<file path="src/sv/rcd_pkg.sv">
`timescale 1ns / 1ps

package rcd_pkg;

  localparam int unsigned DATA_W   = 32;
  localparam int unsigned PARAM_W  = 5;
  localparam int unsigned COUNT_W  = 16;
  localparam int unsigned CFG_IDX_W = 1;
  localparam int unsigned CFG_DATA_W = 16;

  typedef enum logic [CFG_IDX_W-1:0] {
    RIDX_RICE_PARAM  = 1'b0,
    RIDX_VALUE_COUNT = 1'b1
  } reg_idx_e;

  localparam logic [COUNT_W-1:0] VALUE_COUNT_RST = 16'd2048;

  // controller -> datapath
  typedef struct packed {
    logic load_word;
    logic step;
    logic flush;
  } cmd_t;

  // datapath -> controller
  typedef struct packed {
    logic emit;
    logic blk;
    logic last_bit;
    logic pend_valid;
    logic load_ok;
  } stat_t;

  // zigzag: even u -> u/2, odd u -> -(u+1)/2 == ~(u>>1)
  function automatic logic [DATA_W-1:0] zigzag(input logic [DATA_W-1:0] u);
    zigzag = {1'b0, u[DATA_W-1:1]} ^ {DATA_W{u[0]}};
  endfunction

endpackage

</file>
<file path="src/sv/rice_code_decoder_top.sv">
`timescale 1ns / 1ps

// channel | direction | handshake              | payload
// --------+-----------+------------------------+----------------------------------
// input   | in        | in_valid_i / in_stall_o | code_word_i[31:0]
// output  | out       | out_valid_o / out_stall_i | value_o[31:0] s, word_end_o, block_end_o
// config  | in        | cfg_we_i               | cfg_idx_i, cfg_wdata_i[15:0]
//
// A word is accepted, then the bit-serial scanner takes one code bit per cycle unless
// an output stall holds it, and then the last value of the word is released. A block
// end cuts the scan short. Output stalls hold the scan when a new value is ready while
// one is pending and the output register is still full.
// Reset (rst_ni low, async) clears the decode state; rice_param = 0, value_count = 2048.
// Each value is held back one step so word_end can be set on the last value of a word.

module rice_code_decoder_top #(
  parameter int unsigned WORD_BITS = 32
) (
  input  logic                              clk_i,
  input  logic                              rst_ni,
  // config
  input  logic                              cfg_we_i,
  input  logic [rcd_pkg::CFG_IDX_W-1:0]     cfg_idx_i,
  input  logic [rcd_pkg::CFG_DATA_W-1:0]    cfg_wdata_i,
  // code words in
  input  logic                              in_valid_i,
  output logic                              in_stall_o,
  input  logic [rcd_pkg::DATA_W-1:0]        code_word_i,
  // decoded values out
  output logic                              out_valid_o,
  input  logic                              out_stall_i,
  output logic signed [rcd_pkg::DATA_W-1:0] value_o,
  output logic                              word_end_o,
  output logic                              block_end_o
);
  import rcd_pkg::*;

  cmd_t  cmd;
  stat_t stat;

  // sequencer: idle / scan bits / release last value
  rcd_ctrl u_ctrl (
    .clk_i      (clk_i),
    .rst_ni     (rst_ni),
    .in_valid_i (in_valid_i),
    .in_stall_o (in_stall_o),
    .stat_i     (stat),
    .cmd_o      (cmd)
  );

  // bit scanner, quotient/remainder build, block count, output register
  rcd_datapath #(
    .WORD_BITS (WORD_BITS)
  ) u_dp (
    .clk_i       (clk_i),
    .rst_ni      (rst_ni),
    .cfg_we_i    (cfg_we_i),
    .cfg_idx_i   (cfg_idx_i),
    .cfg_wdata_i (cfg_wdata_i),
    .code_word_i (code_word_i),
    .cmd_i       (cmd),
    .stat_o      (stat),
    .out_valid_o (out_valid_o),
    .out_stall_i (out_stall_i),
    .value_o     (value_o),
    .word_end_o  (word_end_o),
    .block_end_o (block_end_o)
  );

endmodule

</file>
<file path="src/sv/rcd_ctrl.sv">
`timescale 1ns / 1ps

module rcd_ctrl (
  input  logic          clk_i,
  input  logic          rst_ni,
  input  logic          in_valid_i,
  output logic          in_stall_o,
  input  rcd_pkg::stat_t stat_i,
  output rcd_pkg::cmd_t  cmd_o
);
  import rcd_pkg::*;

  typedef enum logic [2:0] {
    ST_IDLE  = 3'b001,
    ST_SCAN  = 3'b010,
    ST_FLUSH = 3'b100
  } state_e;

  state_e state_q, state_d;

  always_comb begin
    state_d = state_q;
    cmd_o   = '0;
    in_stall_o = 1'b1;
    unique case (state_q)
      ST_IDLE: begin
        in_stall_o = 1'b0;
        if (in_valid_i) begin
          cmd_o.load_word = 1'b1;
          state_d = ST_SCAN;
        end
      end
      ST_SCAN: begin
        // hold the bit when a new value meets a pending one and the output is full and stalled
        if (!(stat_i.emit && stat_i.pend_valid && !stat_i.load_ok)) begin
          cmd_o.step = 1'b1;
          if (stat_i.last_bit || (stat_i.emit && stat_i.blk)) begin
            state_d = ST_FLUSH;
          end
        end
      end
      ST_FLUSH: begin
        if (!stat_i.pend_valid) begin
          state_d = ST_IDLE;
        end else if (stat_i.load_ok) begin
          cmd_o.flush = 1'b1;
          state_d = ST_IDLE;
        end
      end
      default: state_d = ST_IDLE;
    endcase
  end

  always_ff @(posedge clk_i or negedge rst_ni) begin
    if (!rst_ni) begin
      state_q <= ST_IDLE;
    end else begin
      state_q <= state_d;
    end
  end

endmodule

</file>
<file path="src/sv/rcd_datapath.sv">
`timescale 1ns / 1ps

module rcd_datapath #(
  parameter int unsigned WORD_BITS = 32
) (
  input  logic                            clk_i,
  input  logic                            rst_ni,
  input  logic                            cfg_we_i,
  input  logic [rcd_pkg::CFG_IDX_W-1:0]   cfg_idx_i,
  input  logic [rcd_pkg::CFG_DATA_W-1:0]  cfg_wdata_i,
  input  logic [rcd_pkg::DATA_W-1:0]      code_word_i,
  input  rcd_pkg::cmd_t                   cmd_i,
  output rcd_pkg::stat_t                  stat_o,
  output logic                            out_valid_o,
  input  logic                            out_stall_i,
  output logic signed [rcd_pkg::DATA_W-1:0] value_o,
  output logic                            word_end_o,
  output logic                            block_end_o
);
  import rcd_pkg::*;

  localparam int unsigned CNT_W = (WORD_BITS > 1) ? $clog2(WORD_BITS) : 1;
  localparam logic [CNT_W-1:0] LAST_BIT = CNT_W'(WORD_BITS - 1);

  // configuration
  logic [PARAM_W-1:0] rice_param_q;
  logic [COUNT_W-1:0] value_count_q;

  always_ff @(posedge clk_i or negedge rst_ni) begin
    if (!rst_ni) begin
      rice_param_q  <= '0;
      value_count_q <= VALUE_COUNT_RST;
    end else if (cfg_we_i) begin
      unique case (reg_idx_e'(cfg_idx_i))
        RIDX_RICE_PARAM:  rice_param_q  <= cfg_wdata_i[PARAM_W-1:0];
        RIDX_VALUE_COUNT: value_count_q <= cfg_wdata_i[COUNT_W-1:0];
        default: ;
      endcase
    end
  end

  // decode state
  logic [WORD_BITS-1:0] word_q, word_d;
  logic [CNT_W-1:0]     bcnt_q, bcnt_d;
  logic                 phase_q, phase_d;
  logic [DATA_W-1:0]    quot_q, quot_d;
  logic [DATA_W-1:0]    rem_q, rem_d;
  logic [PARAM_W-1:0]   bl_q, bl_d;
  logic [COUNT_W-1:0]   vd_q, vd_d;
  // pending value: held until it is known whether it is the last of the word
  logic                 pend_v_q, pend_v_d;
  logic [DATA_W-1:0]    pend_val_q, pend_val_d;
  logic                 pend_blk_q, pend_blk_d;
  // output register
  logic                 out_v_q, out_v_d;
  logic [DATA_W-1:0]    out_val_q, out_val_d;
  logic                 out_we_q, out_we_d;
  logic                 out_be_q, out_be_d;

  logic [63:0]          cw_ext;
  logic                 cur_bit;
  logic [DATA_W-1:0]    quot_sh;
  logic [DATA_W-1:0]    rem_sh;
  logic [PARAM_W-1:0]   bl_dec;
  logic                 emit;
  logic [DATA_W-1:0]    u_val;
  logic [COUNT_W-1:0]   limit;
  logic [COUNT_W-1:0]   vd_inc;
  logic                 blk;
  logic                 load_ok;

  assign cw_ext  = {32'd0, code_word_i};
  assign cur_bit = word_q[0];
  assign quot_sh = quot_q << rice_param_q;
  assign rem_sh  = {rem_q[DATA_W-2:0], cur_bit};
  assign bl_dec  = (bl_q != '0) ? bl_q - PARAM_W'(1) : '0;
  assign limit   = (value_count_q != '0) ? value_count_q : COUNT_W'(1);
  assign vd_inc  = vd_q + COUNT_W'(1);
  assign blk     = (vd_inc >= limit) || (vd_inc == '0);
  assign load_ok = !out_v_q || !out_stall_i;

  always_comb begin
    if (!phase_q) begin
      emit  = !cur_bit && (rice_param_q == '0);
      u_val = quot_q;
    end else begin
      emit  = (bl_dec == '0);
      u_val = quot_q | rem_sh;
    end
  end

  always_comb begin
    stat_o.emit       = emit;
    stat_o.blk        = blk;
    stat_o.last_bit   = (bcnt_q == LAST_BIT);
    stat_o.pend_valid = pend_v_q;
    stat_o.load_ok    = load_ok;
  end

  always_comb begin
    word_d     = word_q;
    bcnt_d     = bcnt_q;
    phase_d    = phase_q;
    quot_d     = quot_q;
    rem_d      = rem_q;
    bl_d       = bl_q;
    vd_d       = vd_q;
    pend_v_d   = pend_v_q;
    pend_val_d = pend_val_q;
    pend_blk_d = pend_blk_q;
    out_v_d    = out_v_q && out_stall_i;
    out_val_d  = out_val_q;
    out_we_d   = out_we_q;
    out_be_d   = out_be_q;

    if (cmd_i.load_word) begin
      word_d = cw_ext[WORD_BITS-1:0];
      bcnt_d = '0;
    end

    if (cmd_i.step) begin
      word_d = word_q >> 1;
      bcnt_d = bcnt_q + CNT_W'(1);
      if (!phase_q) begin
        if (cur_bit) begin
          quot_d = quot_q + DATA_W'(1);
        end else begin
          quot_d  = quot_sh;
          rem_d   = '0;
          phase_d = 1'b1;
          bl_d    = rice_param_q;
        end
      end else begin
        rem_d = rem_sh;
        bl_d  = bl_dec;
      end
      if (emit) begin
        quot_d  = '0;
        rem_d   = '0;
        bl_d    = '0;
        phase_d = 1'b0;
        vd_d    = blk ? '0 : vd_inc;
        if (pend_v_q) begin
          out_v_d   = 1'b1;
          out_val_d = pend_val_q;
          out_we_d  = 1'b0;
          out_be_d  = pend_blk_q;
        end
        pend_v_d   = 1'b1;
        pend_val_d = zigzag(u_val);
        pend_blk_d = blk;
      end
    end

    if (cmd_i.flush) begin
      out_v_d   = 1'b1;
      out_val_d = pend_val_q;
      out_we_d  = 1'b1;
      out_be_d  = pend_blk_q;
      pend_v_d  = 1'b0;
    end
  end

  always_ff @(posedge clk_i or negedge rst_ni) begin
    if (!rst_ni) begin
      bcnt_q   <= '0;
      phase_q  <= 1'b0;
      quot_q   <= '0;
      rem_q    <= '0;
      bl_q     <= '0;
      vd_q     <= '0;
      pend_v_q <= 1'b0;
      out_v_q  <= 1'b0;
    end else begin
      bcnt_q   <= bcnt_d;
      phase_q  <= phase_d;
      quot_q   <= quot_d;
      rem_q    <= rem_d;
      bl_q     <= bl_d;
      vd_q     <= vd_d;
      pend_v_q <= pend_v_d;
      out_v_q  <= out_v_d;
    end
  end

  always_ff @(posedge clk_i) begin
    word_q     <= word_d;
    pend_val_q <= pend_val_d;
    pend_blk_q <= pend_blk_d;
    out_val_q  <= out_val_d;
    out_we_q   <= out_we_d;
    out_be_q   <= out_be_d;
  end

  assign out_valid_o = out_v_q;
  assign value_o     = signed'(out_val_q);
  assign word_end_o  = out_we_q;
  assign block_end_o = out_be_q;

endmodule
</file>
<file path="config.mk">
export PLATFORM = sky130hd
export DESIGN_NAME = rice_code_decoder_top
export DESIGN_NICKNAME = d
export VERILOG_FILES = /design/src/sv/rcd_pkg.sv /design/src/sv/rice_code_decoder_top.sv /design/src/sv/rcd_ctrl.sv /design/src/sv/rcd_datapath.sv
export SDC_FILE = /design/constraint.sdc
export NUM_CORES = 1
export LEC_CHECK = 0
export BUFFER_PORTS_ARGS = -buffer_cell sky130_fd_sc_hd__buf_2
export CAP_MARGIN = 10
export CELL_PAD_IN_SITES_DETAIL_PLACEMENT = 0
export CELL_PAD_IN_SITES_GLOBAL_PLACEMENT = 1
export CORE_MARGIN = 4
export CORE_UTILIZATION = 30
export DETAILED_ROUTE_END_ITERATION = 7
export GPL_ROUTABILITY_DRIVEN = 0
export PLACE_DENSITY_LB_ADDON = 0.1
export SLEW_MARGIN = 15
export SYNTH_ARGS = -nofsm -noshare
export SYNTH_HDL_FRONTEND = slang
export SYNTH_SLANG_ARGS = --single-unit
</file>
<file path="constraint.sdc">
create_clock -name clk_i -period 3.8 [get_ports clk_i]
set_input_delay 0.95 -clock clk_i [delete_from_list [all_inputs] [get_ports clk_i]]
set_output_delay 0.95 -clock clk_i [all_outputs]
set_load 0.01 [all_outputs]
</file>
# --- Word level (Yosys, flattened, before mapping) ---
# Cells that the tools add are included.
word_totals:
  elab_cells: 117
  register_bits: 215
classes:
  eq_ne: 10
  mux: 50
  order_cmp: 1
  bitwise: 3
  reduce_logical: 30
  addsub: 4
  n_shift: 1
ops:
  columns: ["operator", "count"]
  rows:
  - ["32-bit two-way mux", 8]
  - ["31-bit two-way mux", 5]
  - ["32-bit by 1-bit adder with 32-bit output (second input constant)", 1]
  - ["16-bit two-way mux", 2]
  - ["32-bit bitwise OR", 1]
  - ["32-bit by 5-bit left shift with 32-bit output", 1]
  - ["31-bit by 32-bit XOR with 32-bit output", 1]
  - ["5-bit two-way mux", 6]
  - ["1-bit two-way mux", 23]
  - ["16-bit by 1-bit adder with 16-bit output (second input constant)", 1]
  - ["16-bit greater-or-equal comparator", 1]
  - ["16-bit zero test", 1]
  - ["16-bit nonzero test", 1]
  - ["3-bit two-way mux", 5]
  - ["2-bit AND reduction", 6]
  - ["5-bit zero test", 2]
  - ["3-bit case mux with 3 select lines", 1]
  - ["2-bit nonzero test", 4]
  - ["2-bit != test (second input constant)", 3]
  - ["3-bit != test (second input constant)", 2]
  - ["3-bit AND reduction", 2]
  - ["5-bit by 1-bit adder with 5-bit output (second input constant)", 1]
  - ["5-bit == test (second input constant)", 1]
  - ["1-bit logical AND", 5]
  - ["10 further kinds", 15]

# --- Logic depth before layout (Yosys ltp) ---
logic_depth:
  depth_word: 10
  mapped_depth: 13
  mapped_depth_nobuf: 11

# --- Cells and area by module ---
# Synthesis repeated with hierarchy kept, for this count alone.
unflattened:
  cells_unflattened: 1087
  area_unflattened_um2: 11996.5
by_module_without_submodules:
  columns: ["module", "instances", "area_each_um2", "seq_area_each_um2", "cells_each"]
  rows:
  - ["rcd_datapath", 1, 11811.3, 5781.8, 1066]
  - ["rcd_ctrl", 1, 185.2, 76.3, 21]

# --- Least setup slack after synthesis ---
# No wires, ideal clock.
synth_timing:
  path_kind: "flip-flop to flip-flop"
  startpoint: "reg u_dp.vd_q[0]"
  endpoint: "reg u_dp.vd_q[5]"
  arrival_ns: 3.284
  path_slack_ns: 0.392
  period_less_slack_ns: 3.408
  required_time_ns: 3.676
  setup_time_ns: 0.124
  path_stages_with_launch: 14
  cell_sequence: "dfrtp_1 ha_1 nand2_1 or4_1 buf_2 nor2_1 xor2_1 ha_1 and4_1 nand2_1 o41ai_2 clkbuf_1 nor2_1 a211o_1"
synth_via:
  elab_chain_len: 4
  elab_cells_between_ends: 5
  classes_between: "add/sub (1); order compare (1); mux (1); reduce/logical (2)"
synth_lines:
  columns: ["item", "line_no", "text"]
  rows:
  - ["start, declared", "rcd_datapath.sv:49", "logic [COUNT_W-1:0] vd_q, vd_d;"]
  - ["start signal, assigned", "rcd_datapath.sv:180", "vd_q <= vd_d;"]
  - ["16-bit by 1-bit adder with 16-bit output (*)", "rcd_datapath.sv:78", "assign vd_inc = vd_q + COUNT_W'(1);"]
  - ["16-bit greater-or-equal comparator or 16-bit zero test (tied branches)", "rcd_datapath.sv:79", "assign blk = (vd_inc >= limit) || (vd_inc == '0);"]
  - ["1-bit logical OR", "rcd_datapath.sv:79", null]
  - ["16-bit two-way mux (*)", "rcd_datapath.sv:142", "vd_d = blk ? '0 : vd_inc;"]
# Every way passes the cells marked *; elsewhere a longest branch is shown, timed or not.
# A chain may end at the register's enable or synchronous reset.

# --- Worst setup path in the final report ---
layout_timing:
  startpoint: "reg u_dp.vd_q[0]"
  endpoint: "reg u_ctrl.state_q[2]"
layout_via:
  elab_chain_len: 7
  elab_cells_between_ends: 8
  classes_between: "add/sub (1); order compare (1); eq/ne (1); reduce/logical (5)"
layout_lines:
  columns: ["item", "line_no", "text"]
  rows:
  - ["16-bit by 1-bit adder with 16-bit output (*)", "rcd_datapath.sv:78", null]
  - ["16-bit greater-or-equal comparator or 16-bit zero test (tied branches)", "rcd_datapath.sv:79", null]
  - ["1-bit logical OR (*)", "rcd_datapath.sv:79", null]
  - ["1-bit logical AND (*)", "rcd_ctrl.sv:37", "if (stat_i.last_bit || (stat_i.emit && stat_i.blk)) begin"]
  - ["1-bit logical OR (*)", "rcd_ctrl.sv:37", null]
  - ["2-bit by 1-bit != test with 1-bit output (no source line) (*)", null, null]
  - ["4-bit AND reduction (no source line) (*)", null, null]
  - ["end signal, assigned", "rcd_ctrl.sv:58", "state_q <= state_d;"]
  - ["end, declared", "rcd_ctrl.sv:19", "state_e state_q, state_d;"]
# Marked as above.

==> summary.md <==
| Metric | Value |
|---|---|
| Max VDD drop | ~340 uV |
| Top achievable clock speed | between 200 and 300 MHz |
| Gr ovfl total | 0 |
| # DRC | 0 |
| Post-synth EDFFs | 97 |
| Initial core utilization | 30.5% |
| Remaining antenna violation count | 0 |
| Worst EP required | approximately 4.2 ns |
| Post-Syn Area | ~12000 sq um |
| Tcrit/Tclk final | 92.5% |
| Routed wl met2 | roughly 15000 um |
| Tightest Pin Transition | 0.988 ns |
| Number of port buffers | between 80 and 90 |
| Ant diodes | 0 |
| CP startpoint kind | flip-flop |
| CTS buffer count | 27 |
| CTS Sinks | 215 |
| Number of top-level pins | 90 |
| Setup Viol. Count Final | 0 |
| Pwr/cell area | around 640 nW/um^2 |
| Setup crit end kind | flip-flop |
| Slew headroom | around a third |
| Via/cell ratio | around 5.1 |
| Leak Pwr | approximately 5.8 nW |
| Yosys warns | 0 |
| First-pass GRT wire length | ~55000 um |
| Crit path DAT | 3.94 ns |
| Crit Path Class | reg -> reg |
| Worst Hold Class | reg -> reg |
| Critical path's slowest cell | or4_4 |
| Met3 WL | roughly 1500 um |
| Post-CTS setup buffers | 0 |
| Worst-skew pair later-pin latency | around 0.56 ns |
| Die Wd | about 210 um |
| Asr flop ratio synth | a little over half |
| Share of layout cells above drive strength 1 | 20.9% |
| TritonCTS clock tree | built |
| Final std cells w/o fill | about 1800 |
| HPWL after detailed placement | around 24000 um |
| Setup ws final | approximately 0.29 ns |
| Commonest non-fill, non-tap cell in the layout | nand2_1 |
| Vias in the first global route | approximately 9100 |
| Yosys cell types | 83 |
| Max Used Layer | met4 |
| Synth-to-layout area growth | 14.3% |
| Seq/Total Area, Yosys | between 40% and 50% |
| DR vias | 8963 |
| Most frequent cells in the layout | nand2_1, dfrtp_1, edfxtp_1 |
| Syn avg cell area | ~11 sq um |
| Hold Fails Final Rpt | 0 |
| Max-slew violations | 0 |
| Total global-route track usage | 15.5% |
| Fill count | a little over 4000 |
| DRT iter0 DRCs | around 690 |
| Syn Inst Count | 1150 |
| Flops & latches, synth | roughly 220 |
| WL met1 | between 15000 and 20000 um |
| Post-layout min period | 3.51 ns |
| Initial antenna violation count | 0 |
| RSZ-0062 raised after global routing | no |
| Fin Setup TNS | 0 ns |
| Placed cells | about 1700 |
| Buf/Inv on CP | 0 |
| Routed wire length | about 34000 um |
| Clock-pin transition on the worst setup and hold timing paths | roughly 0.060 ns |
| Cell family with most CP delay | compound AO/OA/AOI/OAI gates |
| CTS H-Tree Depth | 1 |
| Primary FF master, synth | dfrtp_1 |
| Largest net degree at the start of global routing | 48 |
| Max Root-Sink Buffers | 3 |
| CP Cell Sequence | ha_1 -> nand2_1 -> or4_4 -> nor2_1 -> xor2_1 -> ha_1 -> and4_1 -> a221oi_1 -> o41ai_2 -> a41o_1 -> a221o_1 |
| Clock skew | about 0.027 ns |
| Outcome | finished, final reports clean |
| Pre-antenna DRT Iters | 5 |
| Routed WL per cell | just under 20 um |
| Post-layout net count | 1284 |
| Chip height | 209 um |
| Post-Syn Nets | 1225 |
| Core area | about 40000 sq um |
| Row cnt | 73 |
| CP max FO | 9 |
| Root buf cell | clkbuf_16 |
| Critical Path Max Stage Delay | ~0.57 ns |
| Worst hold margin | between 0.4 and 0.5 ns |
| Max cap viols | 0 |
| Most used cell, CP | ha_1 |
| Pre-CTS setup slack | roughly 0.17 ns |
| Total die area | ~44000 sq um |
[cell families after synthesis]
group	count (synthesis)	synth area share, %
AOI/OAI and AO/OA	254	14.2
xor gates and xnor gates	63	4.54
adders and majority gates	22	2.24
buffers and inverters	136	5.57
DFF	215	48.1
muxes	92	11.0
and+or+nand+nor	368	14.3
[cells in the mapped netlist (all sizes together), types with 7 or more instances]
library cell  instances  area share, %
nand4                12           0.74
a21oi                67            2.8
inv                  37            1.1
nand2b               10           0.51
xnor2                15            1.1
nand2               186            5.7
mux4                 27            5.2
nor2                 46            1.4
a22o                 40            2.9
nor3                 21           0.91
ha                   21            2.2
a21o                 12           0.74
nor4                 15           0.95
o31ai                 7           0.43
xor2                 48            3.5
and3                  9           0.46
buf                  42            2.6
nand3                35            1.5
clkbuf               56            1.8
dfrtp               114             23
o21ai                57            2.4
mux2i                20            1.6
edfxtp               97             24
mux2                 45            4.2
or3                   9           0.46
a31oi                 8           0.41
[path summary, 6_finish.rpt]
| kind | startpoint | to | slack [ns] | cells past startpoint |
|---|---|---|---|---|
| worst max-delay path | u_dp.vd_q[0] | u_ctrl.state_q[2] | 0.29 | 11 |
| min in group asynchronous | rst_ni | u_dp.bcnt_q[1] | 0.42 | 1 |
| worst min-delay path | u_dp.pend_val_q[1] | u_dp.value_o[1] | 0.41 | 0 |
| worst min register to register | u_dp.pend_val_q[1] | u_dp.value_o[1] | 0.41 | 0 |
| max in group asynchronous | rst_ni | u_dp.quot_q[30] | 2.46 | 3 |
| worst max register to register | u_dp.vd_q[0] | u_ctrl.state_q[2] | 0.29 | 11 |
[registers in the layout, indices dropped and copies added (netlist names), 3 cells and up]
signal,cells
u_dp.value_o,32
u_dp.value_count_q,16
u_dp.bl_q,5
u_dp.rem_q,31
u_dp.pend_val_q,32
u_ctrl.state_q,3
u_dp.quot_q,32
u_dp.word_q,32
u_dp.bcnt_q,5
u_dp.vd_q,16
u_dp.rice_param_q,5
[stage by stage]
| stage | util, % | total power, mW | area (sq um) |
|---|---|---|---|
| after global routing | 34.9 | 9.45 | 13900 |
| final | 34.9 | 8.86 | 13900 |
| after detailed placement | 32.8 | 6.50 | 13100 |
| after global placement | 32.8 | 6.49 | 13100 |
| after floorplan | - | 5.57 | 12200 |
| after CTS | 34.8 | 8.97 | 13900 |
[per-layer routing]
layer	up-vias	global-route usage [%]
li1	4315	-
met1	4425	23.7
met2	189	23.0
met3	34	2.33
met4	0	3.58
met5	-	0
[cell type report]
type | count | area (sq um) | share of cell area, %
flip-flops and latches | 215 | 5860 | 42.1
multi-input cells | 799 | 5670 | 40.7
repair buffers | 128 | 766 | 5.50
clock buffers | 40 | 744 | 5.35
well taps | 525 | 657 | 4.72
inverters | 38 | 143 | 1.03
clock inverters | 10 | 76.3 | 0.549
[power breakdown]
part           internal, mW  switching [mW]  leakage (nW)
Clock                  1.42           0.993         0.397
Combinational          1.20            1.66          3.04
Sequential             3.01           0.580          2.38
[repair_timing]
action                     CTS  global route
resized for setup            0             3
hold buffers                 0             0
setup endpoints to repair    0             2
(Power assumes the default switching activity.)
